[src/bqf_pkg.sv]
// Shared types and constants for the six-channel biquad filter.
// No dependencies; imported by every module of the block.
package bqf_pkg;

  localparam int CHANNELS        = 6;
  localparam int COEF_W          = 20;
  localparam int SAMPLE_W_DEF    = 32;
  localparam int COEF_FRAC_DEF   = 16;
  localparam int APB_DATA_W      = 32;
  localparam int APB_ADDR_W      = 5;

  // Reset coefficients, Q4.16
  localparam logic signed [COEF_W-1:0] B0_RST = 20'sd1317;
  localparam logic signed [COEF_W-1:0] B1_RST = 20'sd2635;
  localparam logic signed [COEF_W-1:0] B2_RST = 20'sd1317;
  localparam logic signed [COEF_W-1:0] A1_RST = -20'sd102303;
  localparam logic signed [COEF_W-1:0] A2_RST = 20'sd42035;

  // Register word index (byte address / 4)
  typedef enum logic [APB_ADDR_W-3:0] {
    REG_B0 = 3'd0,
    REG_B1 = 3'd1,
    REG_B2 = 3'd2,
    REG_A1 = 3'd3,
    REG_A2 = 3'd4
  } reg_idx_e;

  typedef struct packed {
    logic signed [COEF_W-1:0] b0;
    logic signed [COEF_W-1:0] b1;
    logic signed [COEF_W-1:0] b2;
    logic signed [COEF_W-1:0] a1;
    logic signed [COEF_W-1:0] a2;
  } coef_t;

  // Pipeline strobes from the control to every lane
  typedef struct packed {
    logic acc;   // item accepted into stage 1
    logic ld2;   // stage 1 moves into stage 2
    logic fire;  // stage 2 completes into the output register
  } pipe_ctl_t;

endpackage

[src/bqf_cfg.sv]
// APB coefficient register file for the biquad filter.
// Depends on bqf_pkg.
module bqf_cfg (
  input  logic                              clk_i,
  input  logic                              rst_ni,
  input  logic                              psel,
  input  logic                              penable,
  input  logic                              pwrite,
  input  logic [bqf_pkg::APB_ADDR_W-1:0]    paddr,
  input  logic [bqf_pkg::APB_DATA_W-1:0]    pwdata,
  output logic [bqf_pkg::APB_DATA_W-1:0]    prdata,
  output logic                              pready,
  output bqf_pkg::coef_t                    coef_o
);
  import bqf_pkg::*;

  coef_t                    coef_q;
  logic [APB_ADDR_W-3:0]    idx;
  logic                     wr_en;
  logic signed [COEF_W-1:0] rd_coef;
  logic                     rd_hit;

  assign idx    = paddr[APB_ADDR_W-1:2];
  assign wr_en  = psel && penable && pwrite;
  assign pready = 1'b1;
  assign coef_o = coef_q;

  always_ff @(posedge clk_i or negedge rst_ni) begin
    if (!rst_ni) begin
      coef_q.b0 <= B0_RST;
      coef_q.b1 <= B1_RST;
      coef_q.b2 <= B2_RST;
      coef_q.a1 <= A1_RST;
      coef_q.a2 <= A2_RST;
    end else if (wr_en) begin
      case (idx)
        REG_B0:  coef_q.b0 <= pwdata[COEF_W-1:0];
        REG_B1:  coef_q.b1 <= pwdata[COEF_W-1:0];
        REG_B2:  coef_q.b2 <= pwdata[COEF_W-1:0];
        REG_A1:  coef_q.a1 <= pwdata[COEF_W-1:0];
        REG_A2:  coef_q.a2 <= pwdata[COEF_W-1:0];
        default: ;
      endcase
    end
  end

  always_comb begin
    rd_coef = '0;
    rd_hit  = 1'b1;
    case (idx)
      REG_B0:  rd_coef = coef_q.b0;
      REG_B1:  rd_coef = coef_q.b1;
      REG_B2:  rd_coef = coef_q.b2;
      REG_A1:  rd_coef = coef_q.a1;
      REG_A2:  rd_coef = coef_q.a2;
      default: rd_hit  = 1'b0;
    endcase
  end

  // sign-extended read-back, zero for unmapped words
  assign prdata = rd_hit ? {{(APB_DATA_W-COEF_W){rd_coef[COEF_W-1]}}, rd_coef} : '0;

endmodule

[config.mk]
export PLATFORM = sky130hd
export DESIGN_NAME = bqf_cfg
export DESIGN_NICKNAME = d
export VERILOG_FILES = /design/src/bqf_pkg.sv /design/src/bqf_cfg.sv
export SDC_FILE = /design/constraint.sdc
export NUM_CORES = 1
export LEC_CHECK = 0
export BUFFER_PORTS_ARGS = -buffer_cell sky130_fd_sc_hd__buf_2
export CORE_UTILIZATION = 50
export CTS_BUF_LIST = sky130_fd_sc_hd__clkbuf_16
export DETAILED_ROUTE_END_ITERATION = 7
export PLACE_DENSITY = 0.8
export SYNTH_ARGS = -nofsm -noshare
export SYNTH_HDL_FRONTEND = slang
export SYNTH_SLANG_ARGS = --single-unit
[constraint.sdc]
create_clock -name clk_i -period 4.33 [get_ports clk_i]
set_clock_uncertainty 0.05 [all_clocks]
set_input_delay 0 -clock clk_i [delete_from_list [all_inputs] [get_ports clk_i]]
set_output_delay 0 -clock clk_i [all_outputs]
set_load 0.01 [all_outputs]
# [Word level (Yosys, flattened, before mapping)]
# Index checks and enable logic that the tools add are counted.
[classes] add_sub_neg=0 multipliers=0 n_div=0 magnitude_cmp=0 n_eq_ne=4 n_shift=0 mux=3 n_bitwise=0 n_reduce_logical=9
[op_table] operator="case mux 20 bit (5 select lines)" count=1
[op_table] operator="2-to-1 mux 32 bit" count=1
[op_table] operator="AND reduction 2 bit" count=5
[op_table] operator="equality test 3 x 2 -> 1 bit, second input constant" count=2
[op_table] operator="OR reduction 5 bit" count=1
[op_table] operator="equality test 3 x 1 -> 1 bit, second input constant" count=1
[op_table] operator="equality test 3 bit, second input constant" count=1
[op_table] operator="logical NOT 3 bit" count=1
[op_table] operator="logical AND 1 bit" count=2
[op_table] operator="2-to-1 mux 1 bit" count=1
[word_totals] regBits=100 latchBits=0 ramBits=0 rom_bits=0 input_bits=42 output_inout_bits=133 word_cells=21 memories=0

# [Depth between registers and ports, before layout]
# Gate-level depths: netlist of the first run.
[depth] depth_word=4 depth_mapped=5 mapped_depth_nobuf=3

# [Worst setup path before layout of the first run]
# No wires, ideal clock.
[synth_timing] path_type="in2out" from="input paddr[2] in the netlist's numbering" to="output prdata[20] in the netlist's numbering" arrival_ns=1.717 required_ns=4.280 setup_slack_ns=2.563 cell_stages=5 path_buffers=2 cell_sequence="nor2b_1 clkbuf_1 a22oi_1 o21ai_0 buf_4"
[synth_via] elab_chain_len=4 elab_cells_between_ends=9 cone_classes="4 x eq/ne; 3 x mux; 2 x reduce/logical"
[synth_rtl] item="start: declaration" line_no="bqf_cfg.sv:9" rtl="input logic [bqf_pkg::APB_ADDR_W-1:0] paddr,"
[synth_rtl] item="equality test 3 bit (tied with other cells)" line_no="bqf_cfg.sv:50" rtl="case (idx)"
[synth_rtl] item="OR reduction 5 bit (no source line)"
[synth_rtl] item="2-to-1 mux 1 bit" line_no="bqf_cfg.sv:50"
[synth_rtl] item="2-to-1 mux 32 bit (*)" line_no="bqf_cfg.sv:61" rtl="assign prdata = rd_hit ? {{(APB_DATA_W-COEF_W){rd_coef[COEF_W-1]}}, rd_coef} : '0;"
[synth_rtl] item="end: declaration" line_no="bqf_cfg.sv:11" rtl="output logic [bqf_pkg::APB_DATA_W-1:0] prdata,"
# Mark *: on every way between the ends. The rest lies on a longest branch, timed or not.

# [Worst setup path after layout of the first run]
[layout_timing] from="input paddr[2] in the netlist's numbering" to="output prdata[27] in the netlist's numbering"
# The elaborated chain is that of the path after synthesis.

==> results of run 1 <==
per-layer routing:
| layer | global-route usage (%) | vias up | share of wire (%) | wire [um] |
|---|---|---|---|---|
| li1 | - | 1549 | - | - |
| met3 | 5.94 | 9 | 7.1 | 875 |
| met1 | 34.9 | 1784 | 44 | 5350 |
| met5 | 0 | - | 0 | 0 |
| met2 | 43.8 | 157 | 48 | 5930 |
| met4 | 5.97 | 0 | 1.0 | 127 |
logic make-up after synthesis:
group           after synthesis  share of synthesized area [%]
compound gates               60                           9.19
mux                         120                           29.3
flops                       100                           54.9
simple gates                 11                           1.49
other cells                   1                         0.0810
buf+inv                      39                           5.08
cells in the mapped netlist:
| cell | count | area share, % |
|---|---|---|
| a32oi_1 | 20 | 3.8 |
| a22oi_1 | 20 | 3.2 |
| or3_1 | 2 | 0.27 |
| nor2b_1 | 3 | 0.41 |
| buf_6 | 4 | 0.97 |
| buf_4 | 13 | 2.1 |
| dfrtp_1 | 68 | 37 |
| and4_1 | 1 | 0.19 |
| inv_1 | 1 | 0.081 |
| mux2_2 | 99 | 24 |
| buf_2 | 8 | 0.86 |
| mux2_1 | 20 | 4.9 |
| nor3_1 | 2 | 0.22 |
| nor2_1 | 1 | 0.081 |
| and2_1 | 1 | 0.14 |
| o21ai_0 | 20 | 2.2 |
| nand4b_1 | 1 | 0.19 |
| clkbuf_1 | 12 | 0.97 |
| conb_1 | 1 | 0.081 |
| dfstp_2 | 32 | 18 |
| inv_2 | 1 | 0.081 |
| mux2_4 | 1 | 0.32 |
power groups by stage:
stage	clock [mW]	sequential (mW)	combinational [mW]
after floorplan	0	1.38	0.306
after CTS	0.912	1.30	0.716
final	0.901	1.30	0.713
after global placement	0	1.30	0.686
after global routing	0.955	1.32	0.769
after detailed placement	0	1.31	0.701
metrics by stage:
step	hold slack (ps)	setup slack (ps)	power [mW]	util, %
after floorplan	-346	2560	1.69	-
after global placement	37.8	2020	1.98	61.2
after CTS	238	2240	2.93	67.4
after global routing	260	2010	3.05	67.4
after detailed placement	45.1	1950	2.01	61.2
final	211	2240	2.91	67.4
layout make-up:
type / instances / area [sq um] / share of cell area [%]
clock buffers: 9 / 225 / 3.77
clock inverters: 7 / 115 / 1.93
multi-input cells: 192 / 1870 / 31.4
repair buffers: 188 / 1070 / 17.9
flip-flops and latches: 100 / 2540 / 42.6
inverters: 2 / 7.51 / 0.126
well taps: 108 / 135 / 2.26
path summary, 6_finish.rpt:
check	start	to	slack, ps	depth (start not counted)
worst max-delay path	paddr[2]	prdata[27]	2240	6
worst min-delay path	rst_ni	coef_o[22]	210	2
worst max register to register	coef_o[36]	coef_o[36]	3450	1
worst min register to register	coef_o[24]	coef_o[24]	460	1
max in group asynchronous	rst_ni	coef_o[88]	2980	3
min in group clk_i	penable	coef_o[48]	370	4
==> results.cfg, run 1 <==
[finish]
nFillCells = 661
final_area_sq_um = 5970
largest_register_ffs = 100
syn_to_final_growth_pct = 28.9
final_nets = 535
layoutNonFillerInstCount = 606
drive_gt1_share_pct = 64.5
final_cell_mix = 158 x buf_2, 99 x mux2_2, 68 x dfrtp_1, 32 x dfstp_2, 21 x dlygate4sd3_1
insertedDiodeCount = 0
layout_commonest_cell = buf_2

[floorplanning]
io_pins = 175
die_area_sq_um = 9650
placementRows = 34
die_w_um = 98.2
initial_core_util_pct = 52.3
core_region_area_sq_um = 8850
die_y_um = 98.2

[worst_setup_path]
cpMostUsedCell = buf_2
start_kind = input port
end_kind = output port
critPathBufInv = 3
crit_required_ps = 4280
cpMaxStageDelayCell = o21ai_0
worst-endpoint-arrival_ps = 2040
critical_path_class = in2out
cp_cell_sequence = buf_2 -> nor2b_2 -> buf_4 -> a22oi_1 -> o21ai_0 -> buf_2
max_stage_delay_ps = 800
cp_max_fo = 25
crit_family = buffers and inverters

[placed_design]
placed_cells = 569
gp_congestion = 0.779
hpwl_mm = 7.88
placed_cell_area_sq_um = 5420
port_buffers = 159

[cts]
clockRootBuffer = clkbuf_16
clk_path_buf_depth = 2
cts_tree = yes
worstSkewPairLatency_ps = 330
ctsResizeCount = 0
post_cts_buffers = 0
hold_buffers = 21
htree_levels = 3
cts_buffers = 9
cts.sinks = 100
clk_pin_slew_ps = 70

[synthesis]
netlist_area_sq_um = 4630
syn_inst = 331
syn_avg_cell_area_sq_um = 14.0
synth_seq_cells = 100
ys_warn_count = 0
syn_nets = 373
synth.distinct_cells = 22
yosysSeqAreaShare_pct = 54.9

[grt]
grt_pass1_wl_mm = 19.3
grt.total_usage_pct = 26.2
grt_max_degree = 59
grt_pass1_vias = 3580
gr-total-overflow = 0
antenna_found_initial = 0

[pwr]
p_seq_share_pct = 44.6
power_density_nw_per_um2 = 488
ir_drop_v = 0.000268
p_clk_share_pct = 30.9
internal_power_mw = 2.08
p_sw_mw = 0.832
p_leak_nw = 2.91
p_comb_share_pct = 24.5
swShare_pct = 28.6

[route]
drtIter0Drc = 153
vias = 3499
ant_nets = 0
drt-wirelength-per-cell_um = 20.3
wl_mm = 12.3
vias_per_cell = 5.77
drc = 14
first_pass_iters = 8

[sta]
rsz0062_at_grt = false
finalSetupViolCount = 0
maxSlewViolCount = 0
period_share_pct = 48.2
post-route-min-period_ps = 2090
slew-limit-headroom_pct = 25.0
hold_violations = 0
max_freq_mhz = 479
tns_ps = 0
worstMarginPinSlew_ps = 1120

[run]
cap_violations = 0

[status]
outcome = finished with violations
failed_checks = design-rule violations

[min_path]
min_path_type = in2async
Power figures use the tool's default switching activity.
==> inputs of run 2 (changes only) <==
--- a/config.mk
+++ b/config.mk
@@ -6,10 +6,10 @@
 export NUM_CORES = 1
 export LEC_CHECK = 0
 export BUFFER_PORTS_ARGS = -buffer_cell sky130_fd_sc_hd__buf_2
-export CORE_UTILIZATION = 50
+export CORE_UTILIZATION = 49
 export CTS_BUF_LIST = sky130_fd_sc_hd__clkbuf_16
 export DETAILED_ROUTE_END_ITERATION = 7
-export PLACE_DENSITY = 0.8
+export PLACE_DENSITY = 0.79
 export SYNTH_ARGS = -nofsm -noshare
 export SYNTH_HDL_FRONTEND = slang
 export SYNTH_SLANG_ARGS = --single-unit
==> constraint.sdc (replaced) <==
create_clock -name clk_i -period 2.1 [get_ports clk_i]
set_clock_uncertainty 0.05 [all_clocks]
set_input_delay 0 -clock clk_i [delete_from_list [all_inputs] [get_ports clk_i]]
set_output_delay 0 -clock clk_i [all_outputs]
set_load 0.01 [all_outputs]
==> run 2 against run 1 <==
- the flow now finishes without violations
- largest power group unchanged
- critical path depth decreased by 3
- die area increased by 2.0%
- worst setup slack got worse by 2000 ps
- global-route usage decreased by 0.62 points
- critical path type is now reg2out
==> results.cfg, run 2 (synthesis results as in run 1) <==
[status]
outcome = finished, final reports clean

[sta]
maxSlewViolCount = 0
slew-limit-headroom_pct = 36.4
hold_violations = 0
rsz0062_at_grt = false
post-route-min-period_ps = 1870
period_share_pct = 89.2
worstMarginPinSlew_ps = 944
tns_ps = 0
finalSetupViolCount = 0
max_freq_mhz = 534

[worst_setup_path]
cp_cell_sequence = a22oi_1 -> o21ai_0 -> buf_2
critPathBufInv = 1
end_kind = output port
start_kind = flop
crit_family = compound AO/OA/AOI/OAI gates
cpMaxStageDelayCell = o21ai_0
max_stage_delay_ps = 740
cp_max_fo = 13
worst-endpoint-arrival_ps = 1820
critical_path_class = reg2out
crit_required_ps = 2050

[cts]
clk_path_buf_depth = 2
worstSkewPairLatency_ps = 340
post_cts_buffers = 0
hold_buffers = 21
cts_buffers = 9
clk_pin_slew_ps = 70
cts.sinks = 100
clockRootBuffer = clkbuf_16
ctsResizeCount = 0
cts_tree = yes
htree_levels = 3

[floorplanning]
io_pins = 175
core_region_area_sq_um = 9200
die_y_um = 99.2
initial_core_util_pct = 50.4
placementRows = 35
die_w_um = 99.2
die_area_sq_um = 9840

[route]
drtIter0Drc = 142
vias_per_cell = 5.71
drc = 0
vias = 3520
first_pass_iters = 5
ant_nets = 0
drt-wirelength-per-cell_um = 20.1
wl_mm = 12.4

[grt]
grt_max_degree = 55
antenna_found_initial = 0
grt_pass1_vias = 3481
gr-total-overflow = 0
grt.total_usage_pct = 25.6
grt_pass1_wl_mm = 19.0

[finish]
largest_register_ffs = 100
nFillCells = 687
insertedDiodeCount = 0
drive_gt1_share_pct = 64.4
syn_to_final_growth_pct = 28.9
final_nets = 542
layout_commonest_cell = buf_2
final_cell_mix = 158 x buf_2, 99 x mux2_2, 68 x dfrtp_1, 32 x dfstp_2, 21 x dlygate4sd3_1

[pwr]
p_leak_nw = 2.92
power_density_nw_per_um2 = 943
ir_drop_v = 0.000521
power_mw = 5.63

[min_path]
min_path_type = in2async

[run]
cap_violations = 0

[placed_design]
gp_congestion = 0.748
hpwl_mm = 8.01
port_buffers = 159
-- run 2: cell types whose count changed in the layout (fill, tap and decap cells not counted) --
cell and delta:
buf_4 +5, bufinv_16 -3, buf_12 +2, clkinv_1 +2
inv_1 +1
-- run 2: through the flow --
stage	hold WS [ps]	util, %	area (sq um)	std cells	worst slack (ps)
6_report	174	64.9	5970	616	227
3_5_place_dp	-8.48	59.8	5500	579	335
4_1_cts	181	64.9	5970	616	206
3_3_place_gp	-12.4	59.8	5500	579	439
2_1_floorplan	-346	-	4630	331	333
5_1_grt	217	64.9	5970	616	25.7
-- run 2: layout make-up --
class / instances / area [sq um] / share of cell area [%]
Sequential cell: 100 / 2540 / 42.6
Multi-Input combinational cell: 192 / 1870 / 31.4
Timing Repair Buffer: 195 / 1150 / 19.2
Clock buffer: 9 / 225 / 3.77
Tap cell: 111 / 139 / 2.33
Clock inverter: 7 / 36.3 / 0.608
Inverter: 2 / 7.51 / 0.126
-- run 2: power breakdown --
group / switching [mW] / internal [mW]
sequential: 0.289 / 2.40
combinational: 0.730 / 0.746
clock: 0.684 / 0.786
-- run 2: worst paths after layout --
kind	startpoint	endpoint	slack, ps	cells after the start
max	coef_o[79]	prdata[28]	230	3
min	rst_ni	coef_o[87]	170	2
max reg2reg	coef_o[29]	coef_o[29]	1240	1
min reg2reg	coef_o[24]	coef_o[24]	460	1
max in group asynchronous	rst_ni	coef_o[66]	1060	3
min in group clk_i	penable	coef_o[14]	400	4
-- run 2: layer usage --
metal	GRT usage (%)	wire length, um
met2	42.3	5930
met3	5.76	993
met4	7.92	147
met5	0	0
met1	33.7	5310
==> inputs of run 3 (changes only) <==
==> constraint.sdc (replaced) <==
create_clock -name clk_i -period 2.1 [get_ports clk_i]
set_clock_uncertainty 0.05 [all_clocks]
set_input_delay 0.105 -clock clk_i [delete_from_list [all_inputs] [get_ports clk_i]]
set_output_delay 0.105 -clock clk_i [all_outputs]
set_load 0.01 [all_outputs]
==> run 3 against run 2 <==
- global-route usage rose by 0.20 points
- utilization shrank 0.41 points
- combinational power is essentially flat
- clock power is essentially flat
- fmax fell by 4.7%
- cell count is 0.32% lower
- critical endpoint is now prdata[23]
- largest cell class unchanged
==> results.cfg, run 3 (synthesis results as in run 1) <==
[status]
outcome = finished, final reports clean

[sta]
tns_ps = 0
maxSlewViolCount = 0
hold_violations = 0
worstMarginPinSlew_ps = 1120
timing.final.ws_setup_ps = 135
max_freq_mhz = 509
period_share_pct = 93.6
post-route-min-period_ps = 1970
slew-limit-headroom_pct = 24.8
finalSetupViolCount = 0
rsz0062_at_grt = false

[placed_design]
dp_slack_ps = 139
placed_cell_area_sq_um = 5500
port_buffers = 159
hpwl_mm = 8.12
gp_congestion = 0.743

[run]
cap_violations = 0

[pwr]
p_leak_nw = 2.91
power_mw = 5.63
ir_drop_v = 0.000590
power_density_nw_per_um2 = 949

[route]
wl_mm = 12.6
first_pass_iters = 5
ant_nets = 0
vias_per_cell = 5.78
drc = 0
vias = 3549
drt-wirelength-per-cell_um = 20.5
drtIter0Drc = 134

[cts]
clockRootBuffer = clkbuf_16
htree_levels = 3
cts.sinks = 100
cts_tree = yes
clk_pin_slew_ps = 70
clk_path_buf_depth = 2
cts_buffers = 9
worstSkewPairLatency_ps = 330

[floorplanning]
die_area_sq_um = 9840
core_region_area_sq_um = 9200
placementRows = 35
die_w_um = 99.2
initial_core_util_pct = 50.4
io_pins = 175
die_y_um = 99.2

[finish]
drive_gt1_share_pct = 65.0
layout_commonest_cell = buf_2
final_nets = 540
largest_register_ffs = 100
final_area_sq_um = 5930
nFillCells = 706
insertedDiodeCount = 0
final_cell_mix = 158 x buf_2, 99 x mux2_2, 68 x dfrtp_1, 32 x dfstp_2
syn_to_final_growth_pct = 28.1

[worst_setup_path]
start_kind = input port
worst-endpoint-arrival_ps = 1810
end_kind = output port
crit_required_ps = 1950
critical_path_class = in2out
cp_max_fo = 20

[grt]
met3_usage_pct = 5.48
grt_pass1_wl_mm = 19.1
grt_max_degree = 44
grtUsageMet1_pct = 34.3
grt_pass1_vias = 3535
gr-total-overflow = 0
grt_util_met2_pct = 41.8
grt.busiest_layer = met2
antenna_found_initial = 0
grt.total_usage_pct = 25.7

[min_path]
min_path_type = in2reg
-- run 3: changes by cell type in the layout (fill, tap and decap cells not counted), sizes merged --
cell	change
dlygate4sd3	-4
buf	+2
clkinv	-1
inv	+1
-- run 3: critical path: stages --
cell,delay (ps)
buf_2,140
nor2b_2,870
a32oi_1,80
o21ai_1,380
buf_2,240
-- run 3: layout make-up --
| cell class | count | area (sq um) | area share (%) |
|---|---|---|---|
| clock buffer | 9 | 225 | 3.80 |
| clock inverter | 7 | 36.3 | 0.612 |
| inverter | 2 | 7.51 | 0.127 |
| multi-input combinational | 192 | 1870 | 31.6 |
| sequential | 100 | 2540 | 42.9 |
| tap | 111 | 139 | 2.34 |
| timing repair buffer | 193 | 1110 | 18.7 |
-- run 3: worst paths after layout --
kind | startpoint | to | slack (ps) | cells after the start
worst min-delay path | pwdata[18] | coef_o[38] | 10 | 2
worst max-delay path | paddr[4] | prdata[23] | 130 | 5
min in group asynchronous | rst_ni | coef_o[47] | 200 | 2
worst max register to register | coef_o[22] | coef_o[22] | 1210 | 1
worst min register to register | coef_o[27] | coef_o[27] | 470 | 1
max in group asynchronous | rst_ni | coef_o[33] | 1050 | 3
-- run 3: report_power, final --
part | internal (mW) | total (mW) | switching, mW
Clock | 0.786 | 1.46 | 0.678
Sequential | 2.40 | 2.70 | 0.302
Combinational | 0.741 | 1.47 | 0.729
-- run 3: metrics by stage --
stage,hold slack (ps),cells,utilization (%)
3_5_place_dp,19.1,581,59.8
6_report,14.9,614,64.5
2_1_floorplan,-241,331,-
3_3_place_gp,6.24,581,59.8
4_1_cts,7.38,614,64.5
5_1_grt,20.8,614,64.5
-- run 3: layer usage --
| layer | vias to the layer above | share of wire [%] |
|---|---|---|
| li1 | 1564 | - |
| met5 | - | 0 |
| met1 | 1774 | 43 |
| met4 | 0 | 1.4 |
| met3 | 16 | 8.7 |
| met2 | 195 | 47 |
-- run 3: repair_timing --
| item | CTS | global route |
|---|---|---|
| setup endpoints to repair | 0 | 13 |
| endpoints found under the hold margin | 55 | 0 |
| hold buffers | 17 | 0 |
| buffers inserted | 0 | 0 |
| gates resized for setup | 0 | 1 |
