**config.mk**
```make
export PLATFORM = sky130hd
export DESIGN_NAME = bqf_ctrl
export DESIGN_NICKNAME = d
export VERILOG_FILES = /design/src/bqf_pkg.sv /design/src/bqf_ctrl.sv
export SDC_FILE = /design/constraint.sdc
export NUM_CORES = 1
export LEC_CHECK = 0
export ABC_AREA = 1
export BUFFER_PORTS_ARGS = -buffer_cell sky130_fd_sc_hd__buf_2
export CAP_MARGIN = 10
export CORE_AREA = 2 2 39 41
export DETAILED_ROUTE_END_ITERATION = 12
export DIE_AREA = 0 0 41 43
export PLACE_DENSITY = 0.37
export RECOVER_POWER = 25
export SYNTH_ARGS = -nofsm -noshare
export SYNTH_HDL_FRONTEND = slang
export SYNTH_SLANG_ARGS = --single-unit
```
**constraint.sdc**
```tcl
create_clock -name clk_i -period 1.43 [get_ports clk_i]
set_input_delay 0.143 -clock clk_i [delete_from_list [all_inputs] [get_ports clk_i]]
set_output_delay 0.143 -clock clk_i [all_outputs]
set_load 0.02 [all_outputs]
```
**src/bqf_pkg.sv**
```systemverilog
// Shared types and constants for the six-channel biquad filter.
// No dependencies; imported by every module of the block.
package bqf_pkg;

  localparam int CHANNELS        = 6;
  localparam int COEF_W          = 20;
  localparam int SAMPLE_W_DEF    = 32;
  localparam int COEF_FRAC_DEF   = 16;
  localparam int APB_DATA_W      = 32;
  localparam int APB_ADDR_W      = 5;

  // Reset coefficients, Q4.16
  localparam logic signed [COEF_W-1:0] B0_RST = 20'sd1317;
  localparam logic signed [COEF_W-1:0] B1_RST = 20'sd2635;
  localparam logic signed [COEF_W-1:0] B2_RST = 20'sd1317;
  localparam logic signed [COEF_W-1:0] A1_RST = -20'sd102303;
  localparam logic signed [COEF_W-1:0] A2_RST = 20'sd42035;

  // Register word index (byte address / 4)
  typedef enum logic [APB_ADDR_W-3:0] {
    REG_B0 = 3'd0,
    REG_B1 = 3'd1,
    REG_B2 = 3'd2,
    REG_A1 = 3'd3,
    REG_A2 = 3'd4
  } reg_idx_e;

  typedef struct packed {
    logic signed [COEF_W-1:0] b0;
    logic signed [COEF_W-1:0] b1;
    logic signed [COEF_W-1:0] b2;
    logic signed [COEF_W-1:0] a1;
    logic signed [COEF_W-1:0] a2;
  } coef_t;

  // Pipeline strobes from the control to every lane
  typedef struct packed {
    logic acc;   // item accepted into stage 1
    logic ld2;   // stage 1 moves into stage 2
    logic fire;  // stage 2 completes into the output register
  } pipe_ctl_t;

endpackage

```
**src/bqf_ctrl.sv**
```systemverilog
// Valid/ready pipeline control shared by all filter lanes.
// Depends on bqf_pkg.
module bqf_ctrl (
  input  logic               clk_i,
  input  logic               rst_ni,
  input  logic               in_valid_i,
  output logic               in_ready_o,
  output logic               out_valid_o,
  input  logic               out_ready_i,
  output bqf_pkg::pipe_ctl_t ctl_o
);
  import bqf_pkg::*;

  logic v1_q, v2_q, ov_q;
  logic en_out, en2, en1, acc;

  // each stage moves when the one after it is empty or moving
  assign en_out = !ov_q || out_ready_i;
  assign en2    = !v2_q || en_out;
  assign en1    = !v1_q || en2;
  assign acc    = in_valid_i && en1;

  assign in_ready_o  = en1;
  assign out_valid_o = ov_q;

  assign ctl_o.acc  = acc;
  assign ctl_o.ld2  = en2 && v1_q;
  assign ctl_o.fire = en_out && v2_q;

  always_ff @(posedge clk_i or negedge rst_ni) begin
    if (!rst_ni) begin
      v1_q <= 1'b0;
      v2_q <= 1'b0;
      ov_q <= 1'b0;
    end else begin
      if (en1)    v1_q <= acc;
      if (en2)    v2_q <= v1_q;
      if (en_out) ov_q <= v2_q;
    end
  end

endmodule

```
; After elaboration in Yosys (flattened, before gate mapping)
; Index checks and enable logic that the tools add are counted.
[totals]
elab_cells = 12
in_bits = 4
out_inout_bits = 5
register_bits = 3
[op_classes]
n_reduce_logical = 9
[op_table]
columns = cell, n
row1 = $logic_and A1 B1 Y1, 3
row2 = $logic_not A1 Y1, 3
row3 = $logic_or A1 B1 Y1, 3

; Logic depth before layout (Yosys ltp)
; Gate-level depths: netlist (run 1).
[depth]
depth_word = 5
depth_mapped = 5
mapped_depth_nobuf = 4

; Least setup slack after synthesis (run 1)
; No wires, ideal clock.
[synth_path]
path_type = reg-to-output
start = register ov_q, in the netlist out_valid_o
end = output ctl_o[2] (netlist name)
stages_incl_launch_ff = 5
path_slack_ps = 259
arrival_ps = 1028
path_buffers = 1
required_ps = 1287
cell_sequence = dfrtp_1 -> nand4_2 -> nand2_1 -> inv_1 -> buf_4
[synth_via]
elab_chain_len = 5
[synth_lines]
columns = item, line
row1 = from (decl), bqf_ctrl.sv:14  ; logic v1_q, v2_q, ov_q;
row2 = from (signal assigned), bqf_ctrl.sv:38  ; if (en_out) ov_q <= v2_q;
row3 = $logic_not A1 Y1, bqf_ctrl.sv:18  ; assign en_out = !ov_q || out_ready_i;
row4 = $logic_or A1 B1 Y1, bqf_ctrl.sv:18
row5 = $logic_or A1 B1 Y1, bqf_ctrl.sv:19  ; assign en2 = !v2_q || en_out;
row6 = $logic_or A1 B1 Y1, bqf_ctrl.sv:20  ; assign en1 = !v1_q || en2;
row7 = named net in_ready_o, bqf_ctrl.sv:7  ; output logic in_ready_o,
row8 = $logic_and A1 B1 Y1, bqf_ctrl.sv:21  ; assign acc = in_valid_i && en1;
row9 = to (decl), bqf_ctrl.sv:10  ; output bqf_pkg::pipe_ctl_t ctl_o
; The timed path passes the listed nets, and every way through them passes these cells.

==> results of run 1 <==
final cells by class:
| class | count | area [µm²] | area share |
|---|---|---|---|
| Tap cell | 16 | 20.02 | 0.08556 |
| Multi-Input combinational cell | 9 | 45.04 | 0.1925 |
| Clock buffer | 4 | 26.28 | 0.1123 |
| Timing Repair Buffer | 9 | 48.80 | 0.2086 |
| Sequential cell | 3 | 75.07 | 0.3209 |
| Inverter | 5 | 18.77 | 0.08021 |
placed cells by master, fill, tap and decap left out:
cell,instances
a21oi_1,1
buf_2,7
clkbuf_1,2
clkbuf_4,3
dfrtp_1,3
dlygate4sd3_1,1
inv_1,5
nand2_1,6
nand3_1,1
nand4_2,1
worst max-delay path by stage:
stage	endpoint	slack, ns	cells past startpoint
4_1_cts	ctl_o[2]	0.24	4
3_5_place_dp	ctl_o[2]	0.49	4
5_1_grt	ctl_o[2]	0.17	4
3_3_place_gp	ctl_o[2]	0.49	4
6_report	ctl_o[1]	0.26	4
2_1_floorplan	ctl_o[2]	0.26	4
kinds of logic (layout without fill, tap and decap cells):
| family | Yosys count | in the layout |
|---|---|---|
| AND/OR/NAND/NOR | 8 | 8 |
| AO/OA/AOI/OAI | 1 | 1 |
| flip-flops | 3 | 3 |
| buffers and inverters | 6 | 18 |
layer usage:
metal  track usage  wire length, µm
met5             0                0
met4       0.04000                0
met3       0.03141               35
met2       0.06563              144
met1       0.03583              114
registers in the layout, summed over array words and instances (netlist names):
register	count
v1_q	1
out_valid_o	1
v2_q	1
power groups by stage:
stage	registers, W	clock network, W	logic (W)
2_1_floorplan	0.000118	0	0.0000506
4_1_cts	0.000113	0.000151	0.0000852
5_1_grt	0.000115	0.000157	0.0000951
3_3_place_gp	0.000114	0	0.0000822
3_5_place_dp	0.000114	0	0.0000831
6_report	0.000113	0.000144	0.0000829
worst min-delay path: cells and delay by family:
family / cells / cell delay (ns)
simple gates: 1 / 0.05
buf+inv: 2 / 0.12
stage by stage:
stage	hold slack, ns	power [W]	cells	cell area [µm²]	util
6_report	0.1195	0.0003393	46	234.0	0.1691
5_1_grt	0.1334	0.0003671	46	234.0	0.1691
4_1_cts	0.1143	0.0003491	46	235.2	0.1700
3_5_place_dp	-0.05925	0.0001971	41	198.9	0.1438
3_3_place_gp	-0.05912	0.0001964	41	198.9	0.1438
2_1_floorplan	-0.1526	0.0001691	18	146.4	-
what timing repair did:
| action | CTS | global route |
|---|---|---|
| hold buffers | 1 | 0 |
| endpoints found under the setup margin | 0 | 0 |
| hold endpoints to repair | 3 | 0 |
==> metrics.txt, run 1 <==
# TYPE chip_impl_metric gauge
chip_impl_metric{name="power.share.switching",unit=""} 0.3141
chip_impl_metric{name="power_report.internal_total",unit="W"} 0.0002328
chip_impl_metric{name="maxSlewViolCount",unit=""} 0
chip_impl_metric{name="area.growth.synth_to_final",unit="%"} 59.83
chip_impl_metric{name="synth_seq_cells",unit=""} 3
chip_impl_metric{name="route.detailed.drc",unit=""} 0
chip_impl_metric{name="drive_above_1_share",unit=""} 0.3667
chip_impl_metric{name="ios",unit=""} 9
chip_impl_metric{name="synthMuxAreaShare",unit=""} 0
chip_impl_metric{name="post-cts-setup-buffers",unit=""} 0
chip_impl_metric{name="post-route-period-util",unit=""} 0.8212
chip_impl_metric{name="power.net_switching",unit="W"} 0.0001066
chip_impl_metric{name="synth_async_sr_flop_share",unit=""} 1.000
chip_impl_metric{name="drt-vias-per-instance",unit=""} 3.174
chip_impl_metric{name="worstPathRequired",unit="ns"} 1.29
chip_impl_metric{name="max_stage_delay",unit="ns"} 0.41
chip_impl_metric{name="worstRegToRegCells",unit=""} 3
chip_impl_metric{name="std_cell_rows",unit=""} 14
chip_impl_info{name="cells_along_the_critical_path",value="nand3_1, nand2_1, inv_1, buf_2"} 1
chip_impl_info{name="ys_top_cells_by_count",value="nand2_1 (6), inv_1 (5), dfrtp_1 (3)"} 1
chip_impl_metric{name="first_global_vias",unit=""} 138
chip_impl_metric{name="path_clk_slew",unit="ns"} 0.04
chip_impl_info{name="synthFlopType",value="dfrtp_1"} 1
chip_impl_metric{name="synth_enable_flop_cells",unit=""} 0
chip_impl_metric{name="max_freq",unit="GHz"} 0.8515
chip_impl_metric{name="synth-simple-area-share",unit=""} 0.2735
chip_impl_metric{name="combPwrFrac",unit=""} 0.244
chip_impl_metric{name="power.density_cell_area",unit="nW/µm²"} 1450
chip_impl_info{name="critical_path.top_delay_family",value="flip-flops"} 1
chip_impl_info{name="worst_setup_path_startpoint",value="out_valid_o$_DFFE_PN0P_"} 1
chip_impl_metric{name="gp_congestion",unit=""} 0.5322
chip_impl_metric{name="synth_fa_ha_area_frac",unit=""} 0
chip_impl_metric{name="finalWorstPathRequiredPeriod",unit="ns"} 1.174
chip_impl_metric{name="route.vias.total",unit=""} 146
chip_impl_metric{name="detailedPlace.worstSlack",unit="ns"} 0.4873
chip_impl_metric{name="clock_tree.htree_level_count",unit=""} 1
chip_impl_metric{name="peakVddDrop",unit="mV"} 0.2551
chip_impl_info{name="cts-root-buf",value="clkbuf_4"} 1
chip_impl_metric{name="grt_overflow",unit=""} 0
chip_impl_info{name="min-delay-path-class",value="input pin to flop"} 1
chip_impl_metric{name="seqPwrFrac",unit=""} 0.332
chip_impl_metric{name="worstPathArrival",unit="ns"} 1.03
chip_impl_metric{name="core_area",unit="µm²"} 1384
chip_impl_metric{name="cts_sinks",unit=""} 3
chip_impl_info{name="crit-reg2reg-launch",value="out_valid_o$_DFFE_PN0P_"} 1
chip_impl_info{name="critical_path.endpoint_type",value="primary output"} 1
chip_impl_metric{name="grt_max_degree",unit=""} 6
chip_impl_metric{name="post-route-worst-setup-slack",unit="ns"} 0.2556
chip_impl_metric{name="overall_die_height",unit="µm"} 43
chip_impl_metric{name="mappedNetlistArea",unit="µm²"} 146.4
chip_impl_metric{name="clock_power_share",unit=""} 0.424
chip_impl_metric{name="yosysSeqAreaShare",unit=""} 0.5128
chip_impl_info{name="largest_family_of_logic_cells_by_synthesized_area",value="simple AND/OR/NAND/NOR gates"} 1
chip_impl_metric{name="rrSetupSlack",unit="ns"} 0.66
chip_impl_info{name="reg2reg_to",value="v2_q$_DFFE_PN0P_"} 1
chip_impl_info{name="status",value="complete, no violations"} 1
chip_impl_info{name="tritoncts_clock_tree",value="built"} 1
chip_impl_metric{name="fillerInstances",unit=""} 153
chip_impl_metric{name="grt_antenna_before_repair",unit=""} 0
chip_impl_metric{name="maxSlewHeadroom",unit=""} 0.8948
chip_impl_info{name="grt_setup_unrepaired",value="false"} 1
chip_impl_metric{name="maxCapViolations",unit=""} 0
chip_impl_metric{name="synth_warnings",unit=""} 0
chip_impl_info{name="post_synth_main_area_contributors",value="dfrtp_1 (51%), nand2_1 (15%), inv_1 (13%)"} 1
chip_impl_metric{name="setup_total_negative_slack",unit="ns"} 0
chip_impl_metric{name="setup_viol_count_final",unit=""} 0
chip_impl_metric{name="worstPathMaxFanout",unit=""} 5
chip_impl_metric{name="total_count_of_hold_check_failures_in_the_final_report",unit=""} 0
chip_impl_metric{name="drt-initial-drc-count",unit=""} 1
chip_impl_metric{name="placement.io_buffers",unit=""} 8
chip_impl_metric{name="critPathBufInv",unit=""} 2
chip_impl_metric{name="drt_first_pass_iters",unit=""} 2
chip_impl_metric{name="antenna_left",unit=""} 0
chip_impl_metric{name="floorplan.die_area",unit="µm²"} 1763
chip_impl_metric{name="synth_compound_gate_area_share",unit=""} 0.03419
chip_impl_metric{name="per_cell_routed_wire_length",unit="µm"} 6.370
chip_impl_metric{name="track_usage",unit=""} 0.04435
chip_impl_metric{name="fp.dieW",unit="µm"} 41
chip_impl_metric{name="p_leak",unit="nW"} 0.1362
chip_impl_metric{name="start_util",unit=""} 0.1058
chip_impl_metric{name="worst_clock_skew",unit="ns"} 0.002899
chip_impl_metric{name="synth.lib_cells_used.distinct",unit=""} 7
chip_impl_metric{name="cts_made_buffers",unit=""} 3
chip_impl_metric{name="syn_area_per_cell",unit="µm²"} 8.133
chip_impl_info{name="crit_type",value="flop to primary output"} 1
chip_impl_metric{name="synth_fp_nets",unit=""} 22
chip_impl_info{name="post-synth-top-count-cell",value="nand2_1"} 1
chip_impl_metric{name="grt_first_pass_wirelength",unit="µm"} 469
chip_impl_info{name="hold_start",value="in_valid_i"} 1
chip_impl_metric{name="post_cts_resized",unit=""} 0
chip_impl_metric{name="post-dp-hpwl",unit="µm"} 237.6
chip_impl_metric{name="antenna_cells",unit=""} 0
chip_impl_metric{name="clockBufferDepth",unit=""} 2
chip_impl_info{name="worst_hold_path.endpoint",value="v1_q$_DFFE_PN0P_"} 1
chip_impl_metric{name="worstMarginPinSlew",unit="ns"} 0.1577
chip_impl_metric{name="clkLatencyLatePin",unit="ns"} 0.23
chip_impl_metric{name="postSynthCellCount",unit=""} 18
chip_impl_metric{name="final_net_count",unit=""} 35
chip_impl_metric{name="drt-total-wl",unit="µm"} 293
chip_impl_info{name="critPathSlowestCell",value="dfrtp_1"} 1
chip_impl_metric{name="synth.top_cell.area_share",unit=""} 0.5128
chip_impl_metric{name="hold-path-cell-count",unit=""} 3
chip_impl_info{name="start_kind",value="flop"} 1
chip_impl_metric{name="synth-xor-area-share",unit=""} 0
chip_impl_info{name="yosysTopAreaCell",value="dfrtp_1"} 1
Power figures use the tool's default switching activity.
==> run 2: changes to the inputs <==
--- a/config.mk
+++ b/config.mk
@@ -5,7 +5,7 @@
 export SDC_FILE = /design/constraint.sdc
 export NUM_CORES = 1
 export LEC_CHECK = 0
-export ABC_AREA = 1
+export ABC_AREA = 0
 export BUFFER_PORTS_ARGS = -buffer_cell sky130_fd_sc_hd__buf_2
 export CAP_MARGIN = 10
 export CORE_AREA = 2 2 39 41
==> constraint.sdc (replaced) <==
create_clock -name clk_i -period 1.2 [get_ports clk_i]
set_input_delay 0.12 -clock clk_i [delete_from_list [all_inputs] [get_ports clk_i]]
set_output_delay 0.12 -clock clk_i [all_outputs]
set_load 0.02 [all_outputs]
==> run 2 against run 1 <==
Non-clock buffer count up 5. Combinational power is 40% higher. Hold slack got worse by 0.021 ns. Critical endpoint unchanged. Routed wire length is 32% higher. Utilization is 5.3 points higher. Largest power group unchanged. Critical path depth decreased by 1. Count of clock-buffer cells in the layout did not move.
==> metrics.txt, run 2 <==
# TYPE chip_impl_metric gauge
chip_impl_info{name="status",value="complete, no violations"} 1
chip_impl_metric{name="synth-simple-area-share",unit=""} 0.4454
chip_impl_metric{name="clock_tree.htree_level_count",unit=""} 1
chip_impl_metric{name="route.vias.total",unit=""} 154
chip_impl_metric{name="grt_antenna_before_repair",unit=""} 0
chip_impl_metric{name="grt_max_degree",unit=""} 5
chip_impl_info{name="largest_family_of_logic_cells_by_synthesized_area",value="simple AND/OR/NAND/NOR gates"} 1
chip_impl_metric{name="seqPwrFrac",unit=""} 0.299
chip_impl_metric{name="route.detailed.drc",unit=""} 0
chip_impl_metric{name="syn_area_per_cell",unit="µm²"} 11.45
chip_impl_info{name="post-synth-top-count-cell",value="nand2b_1"} 1
chip_impl_metric{name="worstPathMaxFanout",unit=""} 4
chip_impl_metric{name="core_area",unit="µm²"} 1384
chip_impl_info{name="start_kind",value="flop"} 1
chip_impl_metric{name="postSynthCellCount",unit=""} 13
chip_impl_metric{name="post-route-worst-setup-slack",unit="ns"} 0.05494
chip_impl_metric{name="worstPathArrival",unit="ns"} 1.03
chip_impl_metric{name="setup_viol_count_final",unit=""} 0
chip_impl_metric{name="overall_die_height",unit="µm"} 43
chip_impl_metric{name="drive_above_1_share",unit=""} 0.6333
chip_impl_metric{name="synth_async_sr_flop_share",unit=""} 1.000
chip_impl_info{name="grt_setup_unrepaired",value="true"} 1
chip_impl_metric{name="drt_first_pass_iters",unit=""} 2
chip_impl_metric{name="track_usage",unit=""} 0.06734
chip_impl_info{name="mostFrequentLayoutCells",value="buf_4 (5), nand2b_1 (4), buf_2 (4), clkbuf_4 (3), buf_6 (3)"} 1
chip_impl_metric{name="clock_power_share",unit=""} 0.419
chip_impl_metric{name="detailedPlace.worstSlack",unit="ns"} 0.2381
chip_impl_metric{name="max_stage_delay",unit="ns"} 0.43
chip_impl_metric{name="floorplan.die_area",unit="µm²"} 1763
chip_impl_metric{name="setup_total_negative_slack",unit="ns"} 0
chip_impl_metric{name="start_util",unit=""} 0.1076
chip_impl_info{name="critPathSlowestCell",value="dfrtp_2"} 1
chip_impl_metric{name="worstPathRequired",unit="ns"} 1.08
chip_impl_metric{name="placed_cell_area",unit="µm²"} 210.2
chip_impl_metric{name="gp_congestion",unit=""} 0.5077
chip_impl_info{name="reg2reg_to",value="v2_q$_DFFE_PN0P_"} 1
chip_impl_metric{name="antenna_cells",unit=""} 0
chip_impl_metric{name="drt-initial-drc-count",unit=""} 2
chip_impl_metric{name="power.share.switching",unit=""} 0.2617
chip_impl_metric{name="cts_made_buffers",unit=""} 3
chip_impl_info{name="synthFlopType",value="dfrtp_1"} 1
chip_impl_metric{name="synth_compound_gate_area_share",unit=""} 0
chip_impl_info{name="crit-reg2reg-launch",value="v2_q$_DFFE_PN0P_"} 1
chip_impl_metric{name="drt-vias-per-instance",unit=""} 3.348
chip_impl_metric{name="area.growth.synth_to_final",unit="%"} 106.7
chip_impl_metric{name="maxSlewViolCount",unit=""} 0
chip_impl_metric{name="maxCapViolations",unit=""} 0
chip_impl_metric{name="power.net_switching",unit="W"} 0.0001078
chip_impl_metric{name="cts_sinks",unit=""} 3
chip_impl_metric{name="post-dp-hpwl",unit="µm"} 251.6
chip_impl_metric{name="synthMuxAreaShare",unit=""} 0
chip_impl_info{name="yosysTopAreaCell",value="dfrtp_1"} 1
chip_impl_metric{name="yosysSeqAreaShare",unit=""} 0.5042
chip_impl_info{name="crit_type",value="flop to primary output"} 1
chip_impl_metric{name="path_clk_slew",unit="ns"} 0.04
chip_impl_metric{name="synth_warnings",unit=""} 0
chip_impl_metric{name="combPwrFrac",unit=""} 0.281
chip_impl_info{name="post_synth_main_area_contributors",value="dfrtp_1 (50%), nand2b_1 (17%), and2_1 (13%)"} 1
chip_impl_metric{name="grt_overflow",unit=""} 0
chip_impl_metric{name="synth.lib_cells_used.distinct",unit=""} 6
chip_impl_metric{name="mappedNetlistArea",unit="µm²"} 148.9
chip_impl_metric{name="per_cell_routed_wire_length",unit="µm"} 8.435
chip_impl_info{name="cts-root-buf",value="clkbuf_4"} 1
chip_impl_metric{name="first_global_vias",unit=""} 160
chip_impl_metric{name="synth_seq_cells",unit=""} 3
chip_impl_info{name="ys_top_cells_by_count",value="nand2b_1 (4), and2_1 (3), dfrtp_1 (3)"} 1
chip_impl_metric{name="antenna_left",unit=""} 0
chip_impl_metric{name="clockBufferDepth",unit=""} 2
chip_impl_metric{name="synth_enable_flop_cells",unit=""} 0
chip_impl_info{name="critPathCapture",value="ctl_o[1]"} 1
chip_impl_metric{name="synth_fp_nets",unit=""} 17
chip_impl_metric{name="max_freq",unit="GHz"} 0.8733
chip_impl_info{name="critical_path.endpoint_type",value="primary output"} 1
chip_impl_metric{name="peakVddDrop",unit="mV"} 0.3491
chip_impl_metric{name="worst_clock_skew",unit="ns"} 0.0009228
chip_impl_metric{name="stdcell_area",unit="µm²"} 307.8
chip_impl_metric{name="std_cell_rows",unit=""} 14
chip_impl_metric{name="p_leak",unit="nW"} 0.1415
chip_impl_metric{name="synth-xor-area-share",unit=""} 0
chip_impl_metric{name="post-route-period-util",unit=""} 0.9542
chip_impl_metric{name="total_count_of_hold_check_failures_in_the_final_report",unit=""} 0
chip_impl_metric{name="synth_fa_ha_area_frac",unit=""} 0
chip_impl_metric{name="clkLatencyLatePin",unit="ns"} 0.23
chip_impl_metric{name="final_total_pwr",unit="W"} 0.0004119
chip_impl_metric{name="synth.top_cell.area_share",unit=""} 0.5042
chip_impl_metric{name="final_net_count",unit=""} 35
chip_impl_metric{name="maxSlewHeadroom",unit=""} 0.8773
chip_impl_metric{name="finalWorstPathRequiredPeriod",unit="ns"} 1.145
chip_impl_info{name="worst_setup_path_startpoint",value="out_valid_o$_DFFE_PN0P_"} 1
chip_impl_metric{name="fp.dieW",unit="µm"} 41
chip_impl_metric{name="power_report.internal_total",unit="W"} 0.0003041
chip_impl_metric{name="rrSetupSlack",unit="ns"} 0.05
chip_impl_metric{name="drt-total-wl",unit="µm"} 388
chip_impl_info{name="layout.cells.most_common",value="buf_4"} 1
chip_impl_info{name="min-delay-path-class",value="input pin to flop"} 1
chip_impl_info{name="tritoncts_clock_tree",value="built"} 1
chip_impl_metric{name="worstRegToRegCells",unit=""} 6
chip_impl_metric{name="power.density_cell_area",unit="nW/µm²"} 1338
chip_impl_metric{name="worstMarginPinSlew",unit="ns"} 0.1840
chip_impl_info{name="cells_along_the_critical_path",value="nand3b_1, and2_4, buf_6"} 1
chip_impl_metric{name="grt_first_pass_wirelength",unit="µm"} 641
chip_impl_metric{name="placement.io_buffers",unit=""} 8
chip_impl_metric{name="ios",unit=""} 9
[run 2: cell count changes after synthesis, sizes merged]
cell    previous run  this run
nand2              6         0
inv                5         0
nand2b             0         4
and2               0         3
a21oi              1         0
nand3              1         0
nand3b             0         1
nand4              1         0
nand4b             0         1
[run 2: per-stage QoR]
step | utilization | cells | hold WS, ns
floorplan | - | 13 | -0.1756
global placement | 0.1519 | 36 | -0.08176
detailed placement | 0.1519 | 36 | -0.07771
CTS | 0.2161 | 46 | 0.08668
global route | 0.2224 | 46 | 0.1072
finish | 0.2224 | 46 | 0.09827
[run 2: logic make-up after synthesis]
logic type,count (synthesis)
DFF,3
buffers and inverters,1
and+or+nand+nor,9
[run 2: timing repair]
item | in CTS | in global routing
pin swaps | 3 | 3
gates resized for setup | 5 | 4
setup endpoints to repair | 2 | 4
hold buffers | 1 | 0
buffers inserted | 5 | 0
hold endpoints to repair | 3 | 0
[run 2: critical path: cells and delay by family, from the launching register on]
kind | cells | cell delay (ns)
simple gates | 2 | 0.27
buf+inv | 1 | 0.10
flops | 1 | 0.43
[run 2: power by group through the flow]
| stage | clock network (W) | logic, W | registers (W) |
|---|---|---|---|
| 5_1_grt | 0.000191 | 0.000125 | 0.000125 |
| 3_3_place_gp | 0 | 0.0000696 | 0.000123 |
| 6_report | 0.000173 | 0.000116 | 0.000123 |
| 4_1_cts | 0.000183 | 0.000107 | 0.000122 |
| 3_5_place_dp | 0 | 0.0000705 | 0.000124 |
| 2_1_floorplan | 0 | 0.0000459 | 0.000126 |
[run 2: worst min-delay path by stage]
stage	slack (ns)	depth (start not counted)	from	to
after global placement	-0.08	1	rst_ni	out_valid_o$_DFFE_PN0P_
after CTS	0.09	2	in_valid_i	v1_q$_DFFE_PN0P_
after detailed placement	-0.08	1	rst_ni	out_valid_o$_DFFE_PN0P_
final	0.1	2	in_valid_i	v1_q$_DFFE_PN0P_
after floorplan	-0.18	0	rst_ni	out_valid_o$_DFFE_PN0P_
after global routing	0.11	2	in_valid_i	v1_q$_DFFE_PN0P_
[run 2: layout make-up]
class	instances	area (µm²)
clock buffers	4	26.28
fillers	149	1076
multi-input cells	9	80.08
flip-flops and latches	3	76.32
well taps	16	20.02
repair buffers	14	105.1
[run 2: per-layer routing]
layer  part of all wire  GRT usage  vias up
li1                   -          -       76
met1               0.41    0.05806       67
met2               0.41    0.07813        9
met3               0.14    0.06283        2
met4              0.023    0.08000        0
met5                  0          0        -
